### src/rtl/vrm_pkg.sv
package vrm_pkg;

	localparam int FRAC_BITS = 10;
	localparam int GRID_BITS = 5;
	localparam int GRID_SIDE = 1 << GRID_BITS;
	localparam int ADDR_W    = 3 * GRID_BITS;
	localparam int CELL_CNT  = GRID_SIDE * GRID_SIDE * GRID_SIDE;
	localparam int ORG_W     = 15;
	localparam int DIR_W     = 14;
	localparam int MAG_W     = 14;
	localparam int LEN_W     = 14;
	localparam int TN_W      = LEN_W + 1;
	localparam int PROD_W    = 2 * MAG_W;
	localparam int CELL_W    = 8;

	// axis codes
	localparam logic [1:0] AX_X = 2'd0;
	localparam logic [1:0] AX_Y = 2'd1;
	localparam logic [1:0] AX_Z = 2'd2;

	localparam logic OP_WRITE = 1'b0;
	localparam logic OP_CAST  = 1'b1;

	localparam logic ST_OK      = 1'b0;
	localparam logic ST_ZERODIR = 1'b1;

	typedef logic [CELL_W-1:0] cell_t;
	typedef logic [TN_W-1:0]   tn_t;

endpackage

### src/rtl/vrm_sqrt.sv
module vrm_sqrt import vrm_pkg::*; (
	input  logic              clk,
	input  logic              arst_n,
	input  logic              go,
	input  logic [PROD_W-1:0] radicand,
	output logic              done,
	output logic [LEN_W-1:0]  root
);

	logic [PROD_W-1:0] rem_q;
	logic [PROD_W-1:0] bit_q;
	logic [PROD_W-1:0] root_q;
	logic              run_q;
	logic [PROD_W-1:0] trial;

	// one add and compare per iteration
	assign trial = root_q + bit_q;
	assign root  = root_q[LEN_W-1:0];

	always_ff @(posedge clk or negedge arst_n) begin
		if (!arst_n) begin
			run_q <= 1'b0;
			done  <= 1'b0;
		end else begin
			done <= 1'b0;
			if (go) begin
				run_q <= 1'b1;
			end else if (run_q && bit_q[1:0] != 2'b00) begin
				run_q <= 1'b0;
				done  <= 1'b1;
			end
		end
	end

	always_ff @(posedge clk) begin
		if (go) begin
			rem_q  <= radicand;
			root_q <= '0;
			bit_q  <= PROD_W'(1) << (PROD_W - 2);
		end else if (run_q) begin
			if (rem_q >= trial) begin
				rem_q  <= rem_q - trial;
				root_q <= (root_q >> 1) + bit_q;
			end else begin
				root_q <= root_q >> 1;
			end
			bit_q <= bit_q >> 2;
		end
	end

endmodule

### config.mk
export PLATFORM = sky130hd
export DESIGN_NAME = vrm_sqrt
export DESIGN_NICKNAME = d
export VERILOG_FILES = /design/src/rtl/vrm_pkg.sv /design/src/rtl/vrm_sqrt.sv
export SDC_FILE = /design/constraint.sdc
export NUM_CORES = 1
export LEC_CHECK = 0
export ABC_CLOCK_PERIOD_IN_PS = 6300
export BUFFER_PORTS_ARGS = -buffer_cell sky130_fd_sc_hd__buf_2
export CAP_MARGIN = 0
export CORE_ASPECT_RATIO = 1.25
export CORE_MARGIN = 2
export CORE_UTILIZATION = 56
export DETAILED_ROUTE_END_ITERATION = 6
export PLACE_DENSITY = 0.78
export SYNTH_ARGS = -nofsm -noshare
export SYNTH_HDL_FRONTEND = slang
export SYNTH_SLANG_ARGS = --single-unit
### constraint.sdc
create_clock -name clk -period 6.3 [get_ports clk]
set_clock_uncertainty 0.1 [all_clocks]
set_input_delay 1.26 -clock clk [delete_from_list [all_inputs] [get_ports clk]]
set_output_delay 1.26 -clock clk [all_outputs]
set_load 0.1 [all_outputs]
# ---- Yosys cells after proc, flatten, opt, wreduce, memory -nomap -nowiden
# Cells that the tools add are included.
dict set report op_classes {
  addsub 3
  magnitude_cmp 1
  muxes 8
  reduce_logical 5
}
# cell count
set ops {}
lappend ops {{$mux 28} 4}
lappend ops {{$add 27x27->28} 1}
lappend ops {{$add 28x27->28} 1}
lappend ops {{$ge 28x28->1} 1}
lappend ops {{$sub 28x28->28} 1}
lappend ops {{$reduce_bool 2->1} 3}
lappend ops {{$mux 1} 4}
lappend ops {{$reduce_and 2->1} 1}
lappend ops {{$logic_and 1x1->1} 1}
dict set report word_totals {
  regBits 72
  inputBits 31
}

# ---- Longest topological paths before layout
# Gate-level depths: netlist of the first run.
dict set report logic_depth {
  depth_word 5
  depth_mapped 20
  ltp_nobuf 18
}

# ---- Worst setup path before layout of the first run
# Ideal clock, no wire load.
dict set report synth_path {
  path_type {reg2reg}
  startpoint {register root_q[10]}
  endpoint {register rem_q[0] (enable)}
  setup_ps 452
  t_arrival_ps 5426
  required_time_ps 5748
  path_slack_ps 322
  stages_incl_launch_ff 17
  n_path_buf 1
  cell_sequence {dfxtp_1 > ha_1 > a31o_2 > a31oi_1 > a21boi_1 > o21bai_1 > a31o_2 > a31oi_1 > xor2_1 > ha_1 > a21o_1 > a21o_1 > a21oi_1 > nand2_1 > o21ai_0 > clkbuf_1 > o21ai_0}
}
dict set report synth_via {
  elab_chain_cells 4
}
# element line
set synth_lines {}
lappend synth_lines {{start, declared} vrm_sqrt.sv:12} ;# logic [PROD_W-1:0] root_q;
lappend synth_lines {{start signal, assigned} vrm_sqrt.sv:43} ;# root_q <= (root_q >> 1) + bit_q;
lappend synth_lines {{start signal, assigned} vrm_sqrt.sv:45} ;# root_q <= root_q >> 1;
lappend synth_lines {{$add 28x27->28} vrm_sqrt.sv:17} ;# assign trial = root_q + bit_q;
lappend synth_lines {{$ge 28x28->1} vrm_sqrt.sv:41} ;# if (rem_q >= trial) begin
lappend synth_lines {{$reduce_bool 2->1 (no line)} --}
lappend synth_lines {{$reduce_and 2->1 (no line)} --}
lappend synth_lines {{end signal, assigned} vrm_sqrt.sv:37} ;# rem_q <= radicand;
lappend synth_lines {{end signal, assigned} vrm_sqrt.sv:42} ;# rem_q <= rem_q - trial;
lappend synth_lines {{end, declared} vrm_sqrt.sv:10} ;# logic [PROD_W-1:0] rem_q;
# No other way between the ends.
# A chain may end at the register's enable or synchronous reset.

# ---- Worst setup path after layout of the first run
dict set report layout_path {
  startpoint {register root_q[10]}
  endpoint {register root_q[11]}
}
dict set report layout_via {
  elab_chain_cells 3
  word_cells_on_any_way 4
  classes_between {add/sub (2); order compare (1); mux (1)}
}
# element line
set layout_lines {}
lappend layout_lines {{$add 28x27->28} vrm_sqrt.sv:17}
lappend layout_lines {{$ge 28x28->1} vrm_sqrt.sv:41}
lappend layout_lines {{$mux 28 *} vrm_sqrt.sv:41}
# Mark *: on every way between the ends. The rest lies on a longest branch, timed or not.

==> metrics.md, run 1 <==
| Metric | Value |
|---|---|
| Outcome | complete, but fails checks |
| Failing checks | DRC |
| Vias in the first global route | about 5800 |
| Top FF cell, synth | dfxtp_1 |
| CP max-delay cell | o21ai_1 |
| Worst setup SP type | register |
| FF-to-FF Start | root_q[10]$_SDFFE_PP0P_ |
| Antenna diodes | 0 |
| Post-Route WL | between 15000 and 20000 microns |
| Placed instance count | 898 |
| Critical path required time | 6.42 ns |
| Largest net degree at the start of global routing | 90 |
| Initial antenna violation count | 0 |
| Main area contributors after synthesis | dfxtp_1, edfxtp_1, ha_1 |
| Clock sink total | 72 |
| Core area | approximately 11000 sq um |
| Longest Clk Path Bufs | 2 |
| Drt via density | between 6 and 7 |
| PD cells | 442.3 nW/um^2 |
| Post-cts sizing count | 0 |
| Hold Path End | root_q[0]$_SDFFE_PP0P_ |
| Syn. warnings | 0 |
| Fin crit share | 0.8553 |
| Port bufs | 45 |
| Layout Nets | 864 |
| GR Util met2 | 0.4764 |
| Met3 Usage GRT | 0.04613 |
| Initial core utilization | 0.5704 |
| CTS H-tree depth | 3 |
| First-pass GRT wire length | 26790 microns |
| R2r setup slk | 0.91 ns |
| RR Endpoint | root_q[11]$_SDFFE_PP0P_ |
| Async SR Flop Fraction | 0.02778 |
| Hold_sp | root_q[0]$_SDFFE_PP0P_ |
| Gr usage total | 0.2725 |
| Clock Pin Slew Worst Setup and Hold Paths | 0.06 ns |
| Yosys top cell by area | dfxtp_1 |
| Inserted Clock Buffers | 9 |
| Crit path buf inv count | 1 |
| Mean Syn Cell Area | 8.234 sq um |
| Worst-Skew Late Latency | 0.34 ns |
| Kind of critical path | reg -> reg |
| Worst min path class | reg -> reg |
| Synth top area share | 0.1337 |
| Grt total ovfl | 0 |
| RSZ-0062 raised after global routing | no |
| Crit. End Element | register |
| Post-synth cell types | 76 |
| Via count | 5953 |
| Drt initial violations | ~440 |
| Slew @ Worst Pin | 0.8963 ns |
| Synth Instances | 764 |
| Synthesis-stage register bit count | 72 |
| Non-filler cells, final | approximately 900 |
| Mapped cell area | 6291 sq um |
| Sequential area share after synthesis | 0.2753 |
| Setup TNS | 0 ns |
| Wirelength per Cell | 17.65 microns |
| Worst-path cell chain | ha_1 -> a31o_2 -> a31oi_1 -> a21boi_1 -> o21bai_1 -> a31o_2 -> a31oi_1 -> xor2_1 -> ha_1 -> a21o_1 -> a21o_1 -> a21oi_1 -> nand2_1 -> o21ai_1 -> buf_4 -> nand2_1 -> o221a_1 |
| Period minus WS final | 5.388 ns |
| # rows | 43 |
| Met1 Resource Use GR | 0.3104 |
| Total I/O pin count | 46 |
| LEAKAGE | 2.947 nW |
| Gpl congestion | 0.9294 |
| Area growth from synthesis to layout | 8.154% |
| Die footprint | 12100 sq um |
| Max Freq | approximately 190 MHz |
| Die Height | 122.5 microns |
| Chip width | between 90 and 100 microns |
| Total Power | 3.009 mW |
| CP arrival | 5.51 ns |
| Layout cells sized above 1 | 0.1181 |
| Residual DRC | 3 |
| Max stage delay on crit path | 0.67 ns |
| Post-synthesis net count | approximately 850 |
| Final-report setup violation count | 0 |
| Most used routing layer | met2 |
| Post-CTS Hold Buffers | 0 |
| Fin Hold WS | 0.4071 ns |
| MaxCap Viol Count | 0 |
| Post-CTS Setup Bufs | 0 |
| CP Max Fanout | 13 |
| Final hold viol count | 0 |
| Largest delay share family, worst path | compound AO/OA/AOI/OAI gates |
| CTS Root Cell | clkbuf_16 |
| Final-report max-slew violation count | 0 |
| Worst Reg-to-Reg Cells | 17 |
| Top-count cell post-synth | nand2_1 |
| Synth cell count leaders | nand2_1, nor2_1, ha_1 |
| Drt pass-1 iters | 7 |
| DP Wirelength | between 10000 and 15000 microns |
| Slew headroom | 0.4025 |
| Hold Path Depth | 2 |
| VDD IR max | 0.2405 mV |
| EDFF count, synth | 28 |
| CTS tree | done |
| DRT antenna net count | 0 |
tightest hold or removal path, stage by stage, from the launching register on:
cell	delay, ns
dfxtp_1	0.32
nor2_1	0.09
a311oi_1	0.05
cell type report:
type / count / area, sq um
fill: 927 / 4225
multi-input combinational: 619 / 4222
sequential: 72 / 1733
clock buffer: 16 / 335.3
timing repair buffer: 50 / 262.8
tap: 135 / 168.9
inverter: 22 / 82.58
logic make-up after synthesis:
kind of cell,count (synthesis),share of synthesized area
AOI/OAI and AO/OA,237,0.2625
xor gates and xnor gates,51,0.07100
DFF,72,0.2753
adders and majority gates,59,0.1185
buffers and inverters,73,0.05430
and+or+nand+nor,249,0.1810
muxes,23,0.03739
metrics by stage:
stage | area, sq um | util | setup slack (ns)
2_1_floorplan | 6291 | - | 0.3222
3_3_place_gp | 6469 | 0.5865 | 1.147
3_5_place_dp | 6469 | 0.5865 | 1.002
4_1_cts | 6804 | 0.6169 | 0.9780
5_1_grt | 6804 | 0.6169 | 0.5100
6_report | 6804 | 0.6169 | 0.9119
layer usage:
| metal | vias up | share of wire |
|---|---|---|
| met5 | - | 0 |
| met4 | 0 | 0.053 |
| met3 | 78 | 0.057 |
| met2 | 263 | 0.49 |
| met1 | 2761 | 0.40 |
| li1 | 2851 | - |
worst max-delay path by stage:
| stage | from | to | cells after the start |
|---|---|---|---|
| final | root_q[10]$_SDFFE_PP0P_ | root_q[11]$_SDFFE_PP0P_ | 17 |
| after global routing | root_q[10]$_SDFFE_PP0P_ | root_q[11]$_SDFFE_PP0P_ | 17 |
| after detailed placement | root_q[10]$_SDFFE_PP0P_ | root_q[11]$_SDFFE_PP0P_ | 17 |
| after CTS | root_q[10]$_SDFFE_PP0P_ | root_q[11]$_SDFFE_PP0P_ | 17 |
| after floorplan | root_q[10]$_SDFFE_PP0P_ | rem_q[0]$_DFFE_PP_ | 16 |
| after global placement | root_q[10]$_SDFFE_PP0P_ | root_q[13]$_SDFFE_PP0P_ | 17 |
placed cells by master, fill, tap and decap left out, types with 21 or more instances in the layout:
cell type,n
a31oi_1,24
nand3_1,22
ha_1,58
o21ai_0,37
inv_1,21
xnor2_1,25
buf_2,45
edfxtp_1,28
nor2_1,77
a21oi_1,40
xor2_1,26
nand2_1,88
dfxtp_1,42
report_power, final:
group          leakage, nW  internal, mW  total [mW]  switching, mW
Combinational         2.13         0.643        1.72           1.07
Clock                0.165         0.361       0.561          0.200
Sequential           0.652         0.657       0.731         0.0746
Total                 2.95          1.66        3.01           1.35
sequential cells by signal (all words and copies together), names as in the netlist:
signal	count
rem_q	28
root_q	28
bit_q	14
done	1
run_q	1
Note: power is estimated with default switching activity, not from simulation.
==> inputs of run 2 (changes only) <==
- ABC_CLOCK_PERIOD_IN_PS: 6300 -> 5700
- CORE_UTILIZATION: 56 -> 55
- PLACE_DENSITY: 0.78 -> 0.74
- clock period: 6.3 -> 5.7 ns (I/O delays scaled with it)
==> metrics.md, run 2 (synthesized netlist as in run 1, its figures left out) <==
| Metric | Value |
|---|---|
| Largest delay share family, worst path | compound AO/OA/AOI/OAI gates |
| Chip width | 99.66 microns |
| Antenna diodes | 0 |
| CP Max Fanout | 13 |
| P_int | 1.787 mW |
| Worst min path class | reg -> reg |
| Worst-path cell chain | ha_1 -> a31o_2 -> a31oi_1 -> a21boi_1 -> o21bai_1 -> a31o_2 -> a31oi_1 -> xor2_1 -> ha_1 -> a21o_1 -> a21o_1 -> a21oi_1 -> and2_1 -> a21oi_2 -> o2bb2ai_1 -> a2111oi_2 |
| Psw | 1.491 mW |
| Period minus WS final | 5.080 ns |
| CP max-delay cell | dfxtp_1 |
| Port bufs | 45 |
| Vias in the first global route | 5863 |
| Switching Fraction | 0.4549 |
| LEAKAGE | 2.946 nW |
| Drt pass-1 iters | 7 |
| Max stage delay on crit path | 0.51 ns |
| Crit path buf inv count | 0 |
| DRT antenna net count | 0 |
| Outcome | complete, but fails checks |
| Drt initial violations | 473 |
| Area growth from synthesis to layout | 7.796% |
| Non-filler cells, final | 917 |
| Logic gate share of total power | 0.584 |
| RSZ-0062 raised after global routing | no |
| Layout Nets | 867 |
| Total I/O pin count | 46 |
| Final hold viol count | 0 |
| Core area | 11140 sq um |
| Initial core utilization | 0.5649 |
| PD cells | 483.3 nW/um^2 |
| Most frequent cells in the layout | nand2_1, nor2_1, ha_1 |
| Gr usage total | 0.2767 |
| Sequential share of power | 0.246 |
| Filler Cells Inserted | 992 |
| Clock sink total | 72 |
| Slew headroom | 0.4126 |
| Setup TNS | 0 ns |
| DP Wirelength | 12150 microns |
| VDD IR max | 0.2773 mV |
| CTS tree | done |
| Post-CTS Setup Bufs | 0 |
| Fin crit share | 0.8912 |
| Die Height | approximately 120 microns |
| Top flop regs | rem_q: 28 flops, root_q: 28 flops, bit_q: 14 flops |
| MaxCap Viol Count | 0 |
| Failing checks | DRC |
| Residual DRC | 1 |
| Worst setup SP type | register |
| CTS Root Cell | clkbuf_16 |
| # rows | 43 |
| Longest Clk Path Bufs | 2 |
| Post-cts sizing count | 0 |
| Die footprint | around 12000 sq um |
| Kind of critical path | reg -> reg |
| Clock Pin Slew Worst Setup and Hold Paths | 0.06 ns |
| Final-report max-slew violation count | 0 |
| Area of the multi-input gates | around 4200 sq um |
| First-pass GRT wire length | about 27000 microns |
| Initial antenna violation count | 0 |
| Post-Route WL | roughly 17000 microns |
| Gpl congestion | 0.9093 |
| Post-CTS Hold Buffers | 0 |
| Worst-Skew Late Latency | 0.34 ns |
| Inserted Clock Buffers | 9 |
| Via count | approximately 6000 |
| Crit. End Element | register |
| Commonest non-fill, non-tap cell in the layout | nand2_1 |
| Clk pwr share | 0.170 |
| Largest net degree at the start of global routing | 90 |
| Slew @ Worst Pin | 0.8811 ns |
| Layout cells sized above 1 | 0.1228 |
| Placed instance count | 901 |
| CP arrival | 5.21 ns |
| CTS H-tree depth | 3 |
| Drt via density | 6.518 |
| Grt total ovfl | 0 |
| Critical path required time | ~6 ns |
| Register area | 1733 sq um |
| Wirelength per Cell | 18.03 microns |
| Max Freq | 196.9 MHz |
| Final-report setup violation count | 0 |
run 2: cell count changes in the layout (fill, tap and decap cells not counted):
| cell | previous run | this run |
|---|---|---|
| clkinv_2 | 0 | 3 |
| clkbuf_4 | 0 | 1 |
| clkbuf_1 | 2 | 1 |
| buf_4 | 5 | 8 |
| clkbuf_8 | 2 | 1 |
| clkbuf_16 | 12 | 10 |
run 2: area by class of cell:
cell class | count | share of cell area
multi-input cells | 619 | 0.6225
flip-flops and latches | 72 | 0.2555
repair buffers | 53 | 0.04207
clock buffers | 13 | 0.04059
well taps | 135 | 0.02491
inverters | 22 | 0.01218
clock inverters | 3 | 0.002214
run 2: worst paths after layout:
check	startpoint	endpoint	slack, ns	cells past startpoint
max	root_q[10]$_SDFFE_PP0P_	root_q[24]$_SDFFE_PP0P_	0.62	16
min	root_q[0]$_SDFFE_PP0P_	root_q[0]$_SDFFE_PP0P_	0.42	2
max reg2reg	root_q[10]$_SDFFE_PP0P_	root_q[24]$_SDFFE_PP0P_	0.62	16
min reg2reg	root_q[0]$_SDFFE_PP0P_	root_q[0]$_SDFFE_PP0P_	0.42	2
max in group asynchronous	arst_n	run_q$_DFFE_PN0P_	4.92	1
min in group asynchronous	arst_n	done$_DFF_PN0_	0.47	1
run 2: power by group through the flow:
stage	Clock [mW]	Sequential (mW)	Combinational, mW
after floorplan	0	0.782	1.47
after global placement	0	0.810	1.83
after detailed placement	0	0.812	1.87
after CTS	0.559	0.803	1.89
after global routing	0.585	0.818	2.12
final	0.558	0.805	1.91
run 2: through the flow:
stage	utilization	total power, mW	hold WS (ns)	area (sq um)	setup WS [ns]
detailed placement	0.5829	2.682	0.4145	6491	0.6877
global placement	0.5829	2.635	0.3891	6491	0.8220
global route	0.6089	3.521	0.4565	6782	0.2199
finish	0.6089	3.278	0.4192	6782	0.6203
floorplan	-	2.253	0.3736	6291	0.4803
CTS	0.6089	3.252	0.4228	6782	0.6494
run 2: metal layers:
layer / routed length [microns] / vias to the layer above / track usage
met5: 0 / - / 0
met4: 863 / 0 / 0.1567
met3: 837 / 68 / 0.04545
met2: 8302 / 207 / 0.4869
met1: 6535 / 2843 / 0.3190
li1: - / 2859 / -
run 2: worst reg2reg max path: cells and delay by family (launching register included):
family	cells	cell delay [ns]
AO/OA/AOI/OAI	12	3.15
XOR/XNOR	1	0.17
adder cells (fa/ha/maj)	2	0.62
flip-flops	1	0.51
AND/OR/NAND/NOR	1	0.44
==> inputs of run 3 (changes only) <==
- ABC_CLOCK_PERIOD_IN_PS: 5700 -> 5200
- clock period: 5.7 -> 5.2 ns (I/O delays scaled with it)
==> metrics.md, run 3 (synthesized netlist as in run 1, its figures left out) <==
| Metric | Value |
|---|---|
| Outcome | complete, but fails checks |
| Failing checks | DRC |
| Fin crit share | 0.9302 |
| Area of the multi-input gates | 4235 sq um |
| Gpl congestion | 0.9090 |
| CP max-delay cell | dfxtp_1 |
| Final-report setup violation count | 0 |
| Gr usage total | 0.2771 |
| Kind of critical path | reg -> reg |
| Inserted Clock Buffers | 9 |
| Worst setup SP type | register |
| Core area | 11140 sq um |
| Drt initial violations | 349 |
| Total I/O pin count | 46 |
| Place WS | between 0.2 and 0.3 ns |
| Critical path required time | around 5.3 ns |
| Top flop regs | rem_q: 28 flops, root_q: 28 flops, bit_q: 14 flops |
| Clock sink total | 72 |
| Die Height | 123.6 microns |
| Most frequent cells in the layout | nand2_1, nor2_1, ha_1 |
| DRT antenna net count | 0 |
| Final-report max-slew violation count | 0 |
| CTS tree | done |
| VDD IR max | a little over 0.3 mV |
| Max stage delay on crit path | 0.52 ns |
| Filler Cells Inserted | 964 |
| CTS H-tree depth | 3 |
| Post-CTS Setup Bufs | 0 |
| Post-Route WL | 16820 microns |
| Longest Clk Path Bufs | 2 |
| Drt via density | around 6.5 |
| Die footprint | 12320 sq um |
| Period minus WS final | roughly 4.8 ns |
| Worst-Skew Late Latency | 0.35 ns |
| Slew headroom | 0.5219 |
| Slew @ Worst Pin | between 0.7 and 0.8 ns |
| RSZ-0062 raised after global routing | no |
| Setup TNS | 0 ns |
| MaxCap Viol Count | 0 |
| Drt pass-1 iters | 7 |
| Setup crit start | root_q[10]$_SDFFE_PP0P_ |
| Largest delay share family, worst path | compound AO/OA/AOI/OAI gates |
| Largest net degree at the start of global routing | 68 |
| # rows | 43 |
| Final Util | 0.6178 |
| Crit path buf inv count | 1 |
| Initial core utilization | 0.5649 |
| Via count | about 6000 |
| Max Freq | approximately 210 MHz |
| Crit. End Element | register |
| CP arrival | 4.97 ns |
| DP Wirelength | 12460 microns |
| Initial antenna violation count | 0 |
| Final hold viol count | 0 |
| Commonest non-fill, non-tap cell in the layout | nand2_1 |
| Vias in the first global route | 5820 |
| CP Max Fanout | 14 |
| Clock Pin Slew Worst Setup and Hold Paths | 0.06 ns |
| Register area | 1733 sq um |
| Wirelength per Cell | 18.20 microns |
| CTS Root Cell | clkbuf_16 |
| Grt total ovfl | 0 |
| FF-to-FF Start | root_q[10]$_SDFFE_PP0P_ |
| Final setup margin | 0.3631 ns |
| Layout cells sized above 1 | 0.1356 |
| Chip width | between 90 and 100 microns |
| Layout Nets | about 870 |
| Area growth from synthesis to layout | 9.368% |
| Worst min path class | in -> async |
| Port bufs | 45 |
| Antenna diodes | 0 |
| PD cells | 537.7 nW/um^2 |
| Worst-path cell chain | ha_1 -> a31o_2 -> a31oi_1 -> a21boi_2 -> o21bai_1 -> a31o_2 -> a31oi_1 -> xor2_1 -> ha_1 -> a21o_1 -> a21o_1 -> a21oi_1 -> nand2_1 -> o21ai_1 -> buf_4 -> nand2_1 -> o221a_1 |
| Residual DRC | 1 |
| LEAKAGE | 2.992 nW |
| First-pass GRT wire length | between 20000 and 30000 microns |
run 3: routing by layer:
layer,global-route usage,up-vias,share of wire
met5,0,-,0
met3,0.04545,58,0.059
met4,0.1610,0,0.050
li1,-,2877,-
met1,0.3121,2828,0.39
met2,0.4941,239,0.50
run 3: power breakdown:
group          switching [mW]  leakage, nW  internal, mW
registers              0.0857        0.652         0.795
clock network           0.270        0.157         0.407
logic                    1.32         2.18         0.819
run 3: repair_timing:
item	CTS	global route
endpoints found under the setup margin	0	11
gates resized for setup	0	4
hold buffers	0	0
run 3: per-stage QoR:
| step | total power, mW | instance area [sq um] | hold slack [ns] | cells |
|---|---|---|---|---|
| after detailed placement | 2.963 | 6544 | 0.4256 | 908 |
| after global routing | 3.939 | 6880 | 0.3665 | 924 |
| after global placement | 2.897 | 6544 | 0.3996 | 908 |
| after floorplan | 2.470 | 6295 | 0.3736 | 764 |
| after CTS | 3.651 | 6867 | 0.3626 | 924 |
| final | 3.700 | 6880 | 0.3648 | 924 |
run 3: cell type report:
| type | instances | area share |
|---|---|---|
| clock buffers | 10 | 0.03637 |
| clock inverters | 6 | 0.01055 |
| inverters | 22 | 0.01200 |
| multi-input cells | 619 | 0.6156 |
| flip-flops and latches | 72 | 0.2519 |
| well taps | 135 | 0.02455 |
| repair buffers | 60 | 0.04910 |
run 3: path summary, 6_finish.rpt:
| check | to | slack [ns] | cells past startpoint |
|---|---|---|---|
| worst max register to register | root_q[13]$_SDFFE_PP0P_ | 0.36 | 17 |
| min in group clk | root_q[0]$_SDFFE_PP0P_ | 0.43 | 2 |
| worst min register to register | root_q[0]$_SDFFE_PP0P_ | 0.43 | 2 |
| worst max-delay path | root_q[13]$_SDFFE_PP0P_ | 0.36 | 17 |
| max in group asynchronous | run_q$_DFFE_PN0P_ | 4.53 | 1 |
| worst min-delay path | done$_DFF_PN0_ | 0.36 | 1 |
