[config.mk]
export PLATFORM = sky130hd
export DESIGN_NAME = vrm_div
export DESIGN_NICKNAME = d
export VERILOG_FILES = /design/src/rtl/vrm_pkg.sv /design/src/rtl/vrm_div.sv
export SDC_FILE = /design/constraint.sdc
export NUM_CORES = 1
export LEC_CHECK = 0
export BUFFER_PORTS_ARGS = -buffer_cell sky130_fd_sc_hd__buf_2
export CORE_AREA = 2 2 94 87
export CTS_CLUSTER_SIZE = 12
export DETAILED_ROUTE_END_ITERATION = 8
export DIE_AREA = 0 0 96 89
export HOLD_SLACK_MARGIN = 0.02
export PLACE_DENSITY = 0.67
export SYNTH_ARGS = -nofsm -noshare
export SYNTH_HDL_FRONTEND = slang
export SYNTH_SLANG_ARGS = --single-unit
[constraint.sdc]
create_clock -name clk -period 2.4 [get_ports clk]
set_input_delay 0.24 -clock clk [delete_from_list [all_inputs] [get_ports clk]]
set_output_delay 0.24 -clock clk [all_outputs]
set_load 0.005 [all_outputs]
[src/rtl/vrm_pkg.sv]
package vrm_pkg;

	localparam int FRAC_BITS = 10;
	localparam int GRID_BITS = 5;
	localparam int GRID_SIDE = 1 << GRID_BITS;
	localparam int ADDR_W    = 3 * GRID_BITS;
	localparam int CELL_CNT  = GRID_SIDE * GRID_SIDE * GRID_SIDE;
	localparam int ORG_W     = 15;
	localparam int DIR_W     = 14;
	localparam int MAG_W     = 14;
	localparam int LEN_W     = 14;
	localparam int TN_W      = LEN_W + 1;
	localparam int PROD_W    = 2 * MAG_W;
	localparam int CELL_W    = 8;

	// axis codes
	localparam logic [1:0] AX_X = 2'd0;
	localparam logic [1:0] AX_Y = 2'd1;
	localparam logic [1:0] AX_Z = 2'd2;

	localparam logic OP_WRITE = 1'b0;
	localparam logic OP_CAST  = 1'b1;

	localparam logic ST_OK      = 1'b0;
	localparam logic ST_ZERODIR = 1'b1;

	typedef logic [CELL_W-1:0] cell_t;
	typedef logic [TN_W-1:0]   tn_t;

endpackage

[src/rtl/vrm_div.sv]
module vrm_div import vrm_pkg::*; (
	input  logic              clk,
	input  logic              arst_n,
	input  logic              go,
	input  logic [PROD_W-1:0] dividend,
	input  logic [MAG_W-1:0]  divisor,
	output logic              done,
	output logic [PROD_W-1:0] quotient
);

	localparam int CNT_W = $clog2(PROD_W + 1);

	logic [MAG_W:0]    rem_q;
	logic [PROD_W-1:0] q_q;
	logic [MAG_W-1:0]  dvs_q;
	logic [CNT_W-1:0]  cnt_q;
	logic [MAG_W:0]    shifted;

	// restoring, one quotient bit a cycle
	assign shifted  = {rem_q[MAG_W-1:0], q_q[PROD_W-1]};
	assign quotient = q_q;

	always_ff @(posedge clk or negedge arst_n) begin
		if (!arst_n) begin
			cnt_q <= '0;
			done  <= 1'b0;
		end else begin
			done <= 1'b0;
			if (go) begin
				cnt_q <= CNT_W'(PROD_W);
			end else if (cnt_q != '0) begin
				cnt_q <= cnt_q - 1'b1;
				if (cnt_q == CNT_W'(1)) begin
					done <= 1'b1;
				end
			end
		end
	end

	always_ff @(posedge clk) begin
		if (go) begin
			rem_q <= '0;
			q_q   <= dividend;
			dvs_q <= divisor;
		end else if (cnt_q != '0) begin
			if (shifted >= {1'b0, dvs_q}) begin
				rem_q <= shifted - {1'b0, dvs_q};
				q_q   <= {q_q[PROD_W-2:0], 1'b1};
			end else begin
				rem_q <= shifted;
				q_q   <= {q_q[PROD_W-2:0], 1'b0};
			end
		end
	end

endmodule

; ---- After elaboration in Yosys (flattened, before gate mapping)
; Index checks and enable logic that the tools add are counted.
[word_totals]
reg_bits = 62
input_bits = 45
out_inout_bits = 29
wordCells = 20
[classes]
mux = 9
n_lt_le_gt_ge = 1
reduce_logical = 2
eq_ne = 1
addsub = 2
[op_table]
columns = operator, count
row1 = $mux W28, 2
row2 = $ge A15 B14 Y1, 1
row3 = $mux W14, 1
row4 = $sub A14 B14 Y14, 1
row5 = $mux W5, 2
row6 = $eq A5 B1 Y1 const B, 1
row7 = $reduce_bool A5 Y1, 1
row8 = $sub A5 B1 Y5 const B, 1
row9 = $mux W1, 4
row10 = $reduce_bool A2 Y1, 1

; ---- Depth between registers and ports, before layout
; Gate-level depths: netlist of the first run.
[logic_depth]
ltp_word = 4
ltp_mapped = 10

; ---- Least setup slack after synthesis of the first run
; No wires, ideal clock.
[synth_path]
path_type = flip-flop to flip-flop
start = register dvs_q[12]
end = register rem_q[11]
setup_ns = 0.073
stages_incl_launch_ff = 10
arrival_ns = 2.321
required_time_ns = 2.327
slack_ns = 0.006
n_path_buf = 1
path_cell_list = edfxtp_1 > inv_1 > ha_1 > a21o_1 > a211o_1 > a311oi_2 > a21bo_1 > buf_6 > or4b_4 > o211ai_2
[synth_between]
elab_chain_len = 2
[synth_lines]
columns = item, line_no
row1 = "start, declared", vrm_div.sv:15  ; logic [MAG_W-1:0] dvs_q;
row2 = "start signal, assigned", vrm_div.sv:44  ; dvs_q <= divisor;
row3 = $ge A15 B14 Y1, vrm_div.sv:46  ; if (shifted >= {1'b0, dvs_q}) begin
row4 = $mux W14, vrm_div.sv:46
row5 = "end signal, assigned", vrm_div.sv:47  ; rem_q <= shifted - {1'b0, dvs_q};
row6 = "end signal, assigned", vrm_div.sv:50  ; rem_q <= shifted;
row7 = "end, declared", vrm_div.sv:13  ; logic [MAG_W:0] rem_q;
; No other way between the ends.
; A chain may end at the register's enable or synchronous reset.

; ---- Worst setup path after layout of the first run
[layout_path]
start = register dvs_q[8]
end = register q_q[0] (netlist: quotient[0]) (data pin)
[layout_between]
elab_chain_len = 4
[layout_lines]
columns = item, line_no
row1 = $ge A15 B14 Y1, vrm_div.sv:46
row2 = $mux W1, vrm_div.sv:46
row3 = $mux W28, vrm_div.sv:45  ; end else if (cnt_q != '0) begin
row4 = $mux W28, vrm_div.sv:41  ; if (go) begin
row5 = "end signal, assigned", vrm_div.sv:43  ; q_q <= dividend;
row6 = "end signal, assigned", vrm_div.sv:48  ; q_q <= {q_q[PROD_W-2:0], 1'b1};
row7 = "end signal, assigned", vrm_div.sv:51  ; q_q <= {q_q[PROD_W-2:0], 1'b0};
row8 = "end, declared", vrm_div.sv:14  ; logic [PROD_W-1:0] q_q;
; No other way between the ends. The select of a mux whose other input is x is not followed.

==> results of run 1 <==
==> critical path, cell delays in order (launching register included) <==
cell       delay [ps]
edfxtp_1          320
inv_1              40
ha_1              350
a21oi_2           220
o21ai_1           110
a311oi_2          320
a21bo_4           310
clkbuf_16         180
mux2_2            250
==> worst max-delay path by stage <==
| stage | cells after the start | endpoint | slack (ps) | start |
|---|---|---|---|---|
| after floorplan | 9 | rem_q[11] | 6 | dvs_q[12] |
| after global placement | 8 | quotient[0] | 40 | dvs_q[8] |
| after detailed placement | 10 | rem_q[10] | -70 | quotient[27] |
| after CTS | 9 | rem_q[2] | 0.8 | dvs_q[8] |
| after global routing | 8 | quotient[0] | -30 | dvs_q[10] |
| final | 8 | quotient[0] | 40 | dvs_q[8] |
==> flip-flops by register name (all words and copies together), names as in the netlist <==
signal,cells
cnt_q,5
quotient,28
dvs_q,14
rem_q,14
done,1
==> what timing repair did <==
item	4_1_cts	5_1_grt
cloned	0	1
pin swaps	1	10
setup endpoints to repair	7	15
endpoints found under the hold margin	6	0
setup buffers	0	2
resized for setup	5	21
hold buffers	1	0
==> power groups by stage <==
stage / clock network, W / logic (W) / registers (W)
after CTS: 0.00101 / 0.000800 / 0.00134
after detailed placement: 0 / 0.000782 / 0.00136
final: 0.000988 / 0.000901 / 0.00134
after global placement: 0 / 0.000772 / 0.00136
after floorplan: 0 / 0.000515 / 0.00135
after global routing: 0.00106 / 0.000983 / 0.00135
==> cells in the mapped netlist, drive strengths merged, types with 3 or more instances <==
cell type  instances
edfxtp            42
mux2              28
nor2              21
inv               19
ha                18
dfxtp             14
a211oi            12
a21oi             12
nand2              9
clkbuf             8
mux2i              8
o21ai              7
buf                6
dfrtp              6
nand2b             6
xnor2              6
a21o               5
nand4              5
xor2               5
a211o              4
nand3              4
nor3               4
a311oi             3
nand3b             3
or3                3
==> cells by family after synthesis <==
group	count (synthesis)	synth area share
multiplexers	36	0.1185
flip-flops	62	0.5071
buffers and inverters	33	0.03976
AND/OR/NAND/NOR	67	0.1062
AO/OA/AOI/OAI	58	0.1260
XOR/XNOR	11	0.02888
adder cells (fa/ha/maj)	19	0.07352
==> cell type report <==
cell class | count | area, sq um | area share
tap | 96 | 120.1 | 0.02779
sequential | 62 | 1692 | 0.3913
clock inverter | 6 | 86.33 | 0.01997
clock buffer | 10 | 127.6 | 0.02952
inverter | 19 | 71.32 | 0.01650
timing repair buffer | 95 | 591.8 | 0.1369
multi-input combinational | 191 | 1634 | 0.3780
==> per-stage QoR <==
stage | TNS [ps] | hold slack [ps] | cell area, sq um | power, W | worst slack [ps]
detailed placement | -91.25 | 73.09 | 3933 | 0.002140 | -72.01
CTS | 0 | 63.60 | 4173 | 0.003146 | 0.7592
global placement | 0 | 73.95 | 3933 | 0.002127 | 35.92
global route | -67.87 | 59.95 | 4323 | 0.003393 | -34.02
finish | 0 | 78.36 | 4323 | 0.003228 | 41.22
floorplan | 0 | -55.59 | 3336 | 0.001866 | 5.931
==> metal layers <==
metal / vias to the layer above / share of wire
met5: - / 0
met4: 0 / 0.016
met3: 8 / 0.039
met2: 63 / 0.49
met1: 1217 / 0.46
li1: 1256 / -
==> impl_metrics.csv, run 1 <==
group,metric,value,unit
worst_hold_path,hold_path_depth,1,
finish,finish.utilization,0.5787,
critical_path,endpoint_kind,"flop",
global_routing,busiest_layer,"met2",
cts,cts_buffer_depth,2,
finish,fillers,600,
power,p_clk_frac,0.306,
cts,clock-sinks,62,
global_routing,first_global_vias,2389,
power,power_density,746.8,mW/mm^2
global_routing,gr-usage-met3,0.03794,
logic_synthesis,synth-seq-cells,62,
floorplanning,rows,30,
floorplanning,die_w,96,um
drt,vias_per_cell,5.311,
placed_design,placed_cells,459,
finish,post_layout_nonfiller_instances,479,
critical_path,rr_endpoint,"quotient[0]",
logic_synthesis,synth.yosys.seq_area_share,0.5071,
critical_path,arrival,2440,ps
power,p_switching,0.0009207,W
drt,drc,0,
global_routing,met1_usage,0.2256,
sta,tightest_slew,636.6,ps
cts,cts_max_level,3,
logic_synthesis,synthArstFlopShare,0.09677,
logic_synthesis,syn-cell-area,0.003336,sq mm
power,leakage,1.862,nW
logic_synthesis,ys.flop_type,"edfxtp_1",
worst_hold_path,hold_start,"divisor[13]",
critical_path,worstPathMaxFanout,8,
logic_synthesis,synth_fp_nets,350,
logic_synthesis,synth_top_area_frac,0.3781,
finish,final_common_cell,"buf_2",
cts,cts_tree,"built",
sta,finalSetupViolCount,0,
drt,vias,2544,
sta,grt_setup_unrepaired,"true",
power,vdd_drop_max,373.8,uV
floorplanning,ioPinCount,74,
drt,wl,7213,um
drt,drtIter0Drc,123,
critical_path,rrSetupSlack,40,ps
drt,wire_per_inst,15.06,um
cts,worstSkewPairLatency,330,ps
critical_path,r2r_cells,8,
worst_hold_path,holdPathEnd,"dvs_q[13]",
drt,dr.pass1.iters,4,
cts,path_clk_slew,70,ps
logic_synthesis,yosys.area.top_type,"edfxtp_1",
critical_path,start_kind,"flop",
logic_synthesis,synth-edff-count,42,
power,seqPwrFrac,0.415,
sta,slew_headroom,0.5756,
logic_synthesis,yosys-top-cells-area,"edfxtp_1, mux2_2, dfxtp_1, ha_1, dfrtp_1",
critical_path,crit_type,"flop to flop",
finish,n_antenna_cell,0,
sta,fmax,423.9,MHz
status,status,"finished clean",
global_routing,grtUsageMet2,0.2778,
power,share_comb_of_total_power,0.279,
cts,cts_buffers,9,
global_routing,gr-total-overflow,0,
sta,hold_viol,0,
logic_synthesis,yosys_warnings,0,
logic_synthesis,yosysUniqueCellTypes,51,
critical_path,required,2480,ps
global_routing,gr-usage-all-layers,0.1710,
placed_design,numPortBuffers,73,
finish,syn2layout_area_growth,29.60,%
job,max-cap-violations,0,
sta,finalCriticalPeriod,2359,ps
floorplanning,initial_core_util,0.4466,
global_routing,grt_pass1_wl,11120,um
floorplanning,core,0.007470,sq mm
floorplanning,die_h,89,um
cts,cts_root_buf,"clkbuf_8",
worst_hold_path,hold_class,"input port to flop",
finish,final_cell_mix,"buf_2, edfxtp_1, mux2_2, nor2_1, inv_1",
logic_synthesis,avgSynthCellArea,11.66,sq um
placed_design,dpl.hpwl,5002,um
placed_design,place.gp.congestion,0.9386,
critical_path,timing.rr.start,"dvs_q[8]",
finish,fin_nets,442,
sta,slew_viol_final,0,
floorplanning,die_area,0.008544,sq mm
logic_synthesis,synth_cells,286,
power,swShare,0.2852,
sta,timing.final.crit_share,0.9828,
global_routing,antenna_found_initial,0,
power,p_int,0.002308,W
global_routing,grt_max_degree,26,
drt,postRouteAntennaNets,0,
finish,drive_gt1_frac,0.4204,
sta,clock_skew,9.377,ps
Note: power is estimated with default switching activity, not from simulation.
==> run 2: changes to the inputs <==
--- a/config.mk
+++ b/config.mk
@@ -6,10 +6,10 @@
 export NUM_CORES = 1
 export LEC_CHECK = 0
 export BUFFER_PORTS_ARGS = -buffer_cell sky130_fd_sc_hd__buf_2
-export CORE_AREA = 2 2 94 87
+export CORE_AREA = 2 2 64 127
 export CTS_CLUSTER_SIZE = 12
 export DETAILED_ROUTE_END_ITERATION = 8
-export DIE_AREA = 0 0 96 89
+export DIE_AREA = 0 0 66 129
 export HOLD_SLACK_MARGIN = 0.02
 export PLACE_DENSITY = 0.67
 export SYNTH_ARGS = -nofsm -noshare
==> run 2 against run 1 <==
Effect of this change:
- sequential power hardly changed
- die area shrank 0.35%
- setup slack lost 24 ps
- non-clock buffer count up 10
- highest routed layer unchanged
==> impl_metrics.csv, run 2 (synthesized netlist as in run 1, its figures left out) <==
group,metric,value,unit
power,power_density,806.5,mW/mm^2
sta,setup_tns,0,ps
drt,vias_per_cell,5.483,
sta,tightest_slew,640.8,ps
global_routing,grt_max_degree,29,
critical_path,slowest_delay,510,ps
critical_path,required,2660,ps
finish,n_antenna_cell,0,
power,p_switching,0.0009610,W
floorplanning,core,0.007545,sq mm
floorplanning,die_h,129,um
status,status,"finished clean",
critical_path,start_kind,"flop",
sta,finalSetupViolCount,0,
power,vdd_drop_max,474.6,uV
global_routing,gr-usage-all-layers,0.1969,
job,max-cap-violations,0,
sta,slew_viol_final,0,
finish,final_common_cell,"buf_2",
drt,drc,0,
power,swShare,0.2715,
finish,drive_gt1_frac,0.4173,
finish,final_cell_area,0.004388,sq mm
finish,post_layout_nonfiller_instances,487,
finish,finish.utilization,0.5816,
global_routing,gr-total-overflow,0,
power,p_clk_frac,0.370,
placed_design,placed_cell_area,0.003968,sq mm
cts,worstSkewPairLatency,330,ps
critical_path,endpoint_kind,"flop",
drt,dr.max_layer_used,"met4",
finish,multiInputGateArea,0.001589,sq mm
power,share_comb_of_total_power,0.250,
global_routing,first_global_vias,2790,
cts,cts_tree,"built",
drt,wl,7865,um
floorplanning,ioPinCount,74,
placed_design,place.gp.congestion,0.8961,
placed_design,dpl_worst_slack,-152.4,ps
sta,timing.final.crit_share,0.9927,
critical_path,crit_type,"flop to flop",
drt,wl_met1,2599,um
drt,wire_per_inst,16.15,um
sta,clock_skew,6.028,ps
cts,cts_buffer_depth,2,
drt,dr_wl_met2,4534,um
floorplanning,rows,45,
drt,dr_wl_met3,393,um
critical_path,crit_chain,"ha_4 -> a21o_1 -> a211o_1 -> a311oi_2 -> a21bo_4 -> or4b_4 -> o211ai_2",
finish,layout.area.seq,0.001692,sq mm
finish,syn2layout_area_growth,31.55,%
critical_path,critPathSlowestCell,"or4b_4",
power,seqPwrFrac,0.380,
critical_path,arrival,2640,ps
cts,clock-sinks,62,
placed_design,dpl.hpwl,6007,um
global_routing,grt_pass1_wl,12340,um
floorplanning,initial_core_util,0.4421,
drt,dr.pass1.iters,4,
sta,layout_setup_ws,17.50,ps
global_routing,antenna_found_initial,0,
drt,postRouteAntennaNets,0,
drt,drtIter0Drc,56,
critical_path,worstPathMaxFanout,5,
cts,cts_buffers,9,
placed_design,placed_cells,467,
cts,cts_max_level,3,
power,leakage,1.930,nW
placed_design,numPortBuffers,73,
sta,slew_headroom,0.5728,
sta,finalCriticalPeriod,2383,ps
drt,vias,2670,
floorplanning,die_w,66,um
sta,fmax,419.7,MHz
cts,path_clk_slew,50,ps
floorplanning,die_area,0.008514,sq mm
finish,final_cell_mix,"buf_2, edfxtp_1, buf_4, mux2_2, nor2_1",
sta,grt_setup_unrepaired,"true",
finish,largest_reg_flops,28,
finish,fin_nets,452,
sta,hold_viol,0,
finish,fillers,680,
power,p_int,0.002578,W
cts,cts_root_buf,"clkbuf_16",
worst_hold_path,hold_class,"input port to flop",
run 2: power by group through the flow:
stage | logic [W] | registers [W] | clock network (W)
after floorplan | 0.000515 | 0.00135 | 0
after global routing | 0.000964 | 0.00136 | 0.00137
after detailed placement | 0.000823 | 0.00136 | 0
final | 0.000884 | 0.00135 | 0.00131
after global placement | 0.000810 | 0.00136 | 0
after CTS | 0.000834 | 0.00134 | 0.00134
run 2: cell type report:
cell class	count	share of cell area
multi-input combinational	191	0.3621
clock inverter	3	0.009695
clock buffer	13	0.05931
inverter	19	0.01625
sequential	62	0.3855
timing repair buffer	105	0.1403
tap	94	0.02680
run 2: per-layer routing:
layer	vias up	global-route usage
met1	1270	0.1811
met5	-	0
met2	99	0.3613
met4	0	0.1321
li1	1277	-
met3	24	0.05420
run 2: repair_timing:
item	CTS	global route
hold endpoints to repair	6	0
setup buffers	0	3
hold buffers	1	0
resized for setup	4	17
pin swaps	2	14
setup endpoints to repair	11	15
run 2: worst max-delay path, delay by kind of cell, from the launching register on:
| kind | cells | cell delay (ps) |
|---|---|---|
| DFF | 1 | 420 |
| and+or+nand+nor | 1 | 510 |
| AOI/OAI and AO/OA | 5 | 1140 |
| adders and majority gates | 1 | 240 |
run 2: final timing paths:
kind | to | slack, ps | from | cells past startpoint
max | rem_q[11] | 20 | rem_q[11] | 7
min | dvs_q[9] | 80 | divisor[9] | 1
max reg2reg | rem_q[11] | 20 | rem_q[11] | 7
min reg2reg | rem_q[4] | 520 | rem_q[4] | 2
max in group asynchronous | cnt_q[1] | 1990 | arst_n | 2
min in group asynchronous | cnt_q[4] | 260 | arst_n | 2
run 2: through the flow:
stage	total power, W	hold WS [ps]
after CTS	0.003517	68.65
after global routing	0.003697	70.82
after floorplan	0.001866	-55.59
after detailed placement	0.002185	72.88
final	0.003539	83.90
after global placement	0.002169	69.91
==> run 3: changes to the inputs <==
--- a/config.mk
+++ b/config.mk
@@ -6,10 +6,10 @@
 export NUM_CORES = 1
 export LEC_CHECK = 0
 export BUFFER_PORTS_ARGS = -buffer_cell sky130_fd_sc_hd__buf_2
-export CORE_AREA = 2 2 64 127
+export CORE_AREA = 10 10 72 135
 export CTS_CLUSTER_SIZE = 12
 export DETAILED_ROUTE_END_ITERATION = 8
-export DIE_AREA = 0 0 66 129
+export DIE_AREA = 0 0 82 145
 export HOLD_SLACK_MARGIN = 0.02
 export PLACE_DENSITY = 0.67
 export SYNTH_ARGS = -nofsm -noshare
==> constraint.sdc (replaced) <==
create_clock -name clk -period 2.1 [get_ports clk]
set_input_delay 0.21 -clock clk [delete_from_list [all_inputs] [get_ports clk]]
set_output_delay 0.21 -clock clk [all_outputs]
set_load 0.005 [all_outputs]
==> run 3 against run 2 <==
Effect of this change:
- the run now ends with negative setup slack left
- flip-flop and latch count unchanged
- via count up 3.7%
- die area increased by 40%
- power grew 23%
- register-to-register slack worse by 210 ps
- sequential power up 14%
- global-route usage is 2.9 points lower
- utilization is 5.8 points higher
- first-iteration DRC count grew 140%
- maximum frequency is 3.9% higher
- hold slack lost 33 ps
- critical path depth grew 2
- critical endpoint is now quotient[0]
- highest routed layer unchanged
==> impl_metrics.csv, run 3 (synthesized netlist as in run 1, its figures left out) <==
group,metric,value,unit
status,status,"finished with violations",
status,violations,"negative setup slack",
cts,cts_root_buf,"clkbuf_16",
finish,multiInputGateArea,0.001775,sq mm
cts,cts_tree,"built",
critical_path,arrival,2370,ps
power,leakage,2.105,nW
finish,final_common_cell,"buf_2",
critical_path,r2r_cells,9,
critical_path,start_kind,"flop",
finish,layout.area.seq,0.001692,sq mm
sta,finalCriticalPeriod,2294,ps
worst_hold_path,hold_class,"input port to flop",
floorplanning,die_area,0.01189,sq mm
floorplanning,core,0.007545,sq mm
sta,tightest_slew,804.7,ps
global_routing,first_global_vias,3199,
critical_path,required,2180,ps
critical_path,timing.rr.start,"quotient[27]",
cts,clock-sinks,62,
sta,hold_viol,0,
drt,postRouteAntennaNets,0,
drt,vias,2768,
sta,grt_setup_unrepaired,"true",
critical_path,crit_type,"flop to flop",
power,vdd_drop_max,693.3,uV
power,power_density,905.2,mW/mm^2
global_routing,antenna_found_initial,0,
global_routing,grt_max_degree,35,
cts,worstSkewPairLatency,330,ps
global_routing,gr-usage-all-layers,0.1680,
floorplanning,die_h,145,um
cts,cts_buffer_depth,2,
finish,fin_nets,480,
finish,drive_gt1_frac,0.5036,
drt,drtIter0Drc,132,
finish,n_antenna_cell,0,
job,max-cap-violations,0,
critical_path,endpoint_kind,"flop",
finish,fillers,624,
power,p_switching,0.001206,W
power,swShare,0.2759,
finish,final_cell_mix,"buf_2, buf_4, edfxtp_1, mux2_2, nor2_1",
finish,syn2layout_area_growth,44.71,%
placed_design,numPortBuffers,73,
critical_path,rrSetupSlack,-190,ps
cts,cts_max_level,3,
worst_hold_path,holdPathEnd,"dvs_q[13]",
sta,clock_skew,3.834,ps
critical_path,rr_endpoint,"quotient[0]",
cts,cts_buffers,9,
drt,drc,0,
global_routing,grt_pass1_wl,15440,um
drt,wl,9290,um
finish,largest_reg_flops,28,
power,seqPwrFrac,0.352,
power,p_int,0.003164,W
sta,slew_headroom,0.4635,
sta,timing.final.crit_share,1.092,
drt,dr.pass1.iters,6,
drt,vias_per_cell,5.375,
placed_design,place.gp.congestion,0.8774,
floorplanning,die_w,82,um
drt,wire_per_inst,18.04,um
floorplanning,ioPinCount,74,
critical_path,worstPathMaxFanout,10,
floorplanning,initial_core_util,0.4421,
worst_hold_path,hold_start,"divisor[13]",
placed_design,dpl_worst_slack,-265.8,ps
cts,path_clk_slew,50,ps
sta,slew_viol_final,0,
placed_design,dpl.hpwl,7206,um
power,share_comb_of_total_power,0.291,
power,p_clk_frac,0.356,
floorplanning,rows,45,
sta,fmax,435.9,MHz
finish,finish.utilization,0.6398,
sta,layout_setup_ws,-193.8,ps
worst_hold_path,hold_path_depth,1,
global_routing,gr-total-overflow,0,
sta,finalSetupViolCount,15,
==> run 3: cell types whose count changed in the layout (fill, tap and decap cells not counted), moves of 3 or more <==
cell	change
a211oi_2	+5
ha_4	+6
a211oi_1	-5
buf_4	+27
buf_12	+3
ha_1	-7
==> run 3: what timing repair did <==
item | CTS | global route
hold buffers | 1 | 0
setup buffers | 1 | 2
hold endpoints to repair | 6 | 0
endpoints found under the setup margin | 15 | 43
gates cloned | 0 | 0
gates resized for setup | 22 | 10
pin swaps | 13 | 6
==> run 3: metal layers <==
metal  track usage  part of all wire
met1        0.1530              0.33
met2        0.2960              0.56
met3       0.05501             0.063
met4        0.1096             0.050
met5             0                 0
==> run 3: area by class of cell <==
| class | instances | share of cell area |
|---|---|---|
| Multi-Input combinational cell | 191 | 0.3678 |
| Timing Repair Buffer | 133 | 0.1773 |
| Clock buffer | 10 | 0.04743 |
| Clock inverter | 6 | 0.01788 |
| Sequential cell | 62 | 0.3504 |
| Inverter | 19 | 0.01477 |
| Tap cell | 94 | 0.02436 |
==> run 3: worst max path at each step <==
stage                            start          end  slack, ps  cells after the start
after global routing      quotient[27]    rem_q[11]       -280                      9
final                     quotient[27]  quotient[0]       -190                      9
after detailed placement      dvs_q[5]     rem_q[0]       -270                      9
after CTS                    dvs_q[12]    rem_q[11]       -200                      8
after floorplan              dvs_q[13]    rem_q[11]       -160                      9
after global placement        dvs_q[5]     rem_q[0]       -270                      9
==> run 3: critical path: stages (launching register included) <==
cell and delay, ps:
edfxtp_1 380, inv_1 90, buf_4 140, ha_4 210
nand4_1 160, nor4_2 70, a311oi_2 300, a21bo_4 300
buf_12 150, mux2_2 250
==> run 3: metrics by stage <==
stage	area (sq um)	total power (W)	hold slack, ps	setup TNS, ps	instances
floorplan	3386	0.002166	-85.59	-325.2	286
global placement	4253	0.002655	38.00	-3476	495
detailed placement	4253	0.002676	41.41	-3445	495
CTS	4755	0.004354	42.20	-1740	513
global route	4827	0.004579	45.54	-5057	515
finish	4827	0.004370	51.38	-1655	515
==> run 3: power by group through the flow <==
stage	clock (W)	combinational [W]	sequential, W
2_1_floorplan	0	0.000619	0.00155
3_3_place_gp	0	0.00111	0.00155
3_5_place_dp	0	0.00112	0.00155
4_1_cts	0.00159	0.00123	0.00154
5_1_grt	0.00164	0.00138	0.00156
6_report	0.00156	0.00127	0.00154
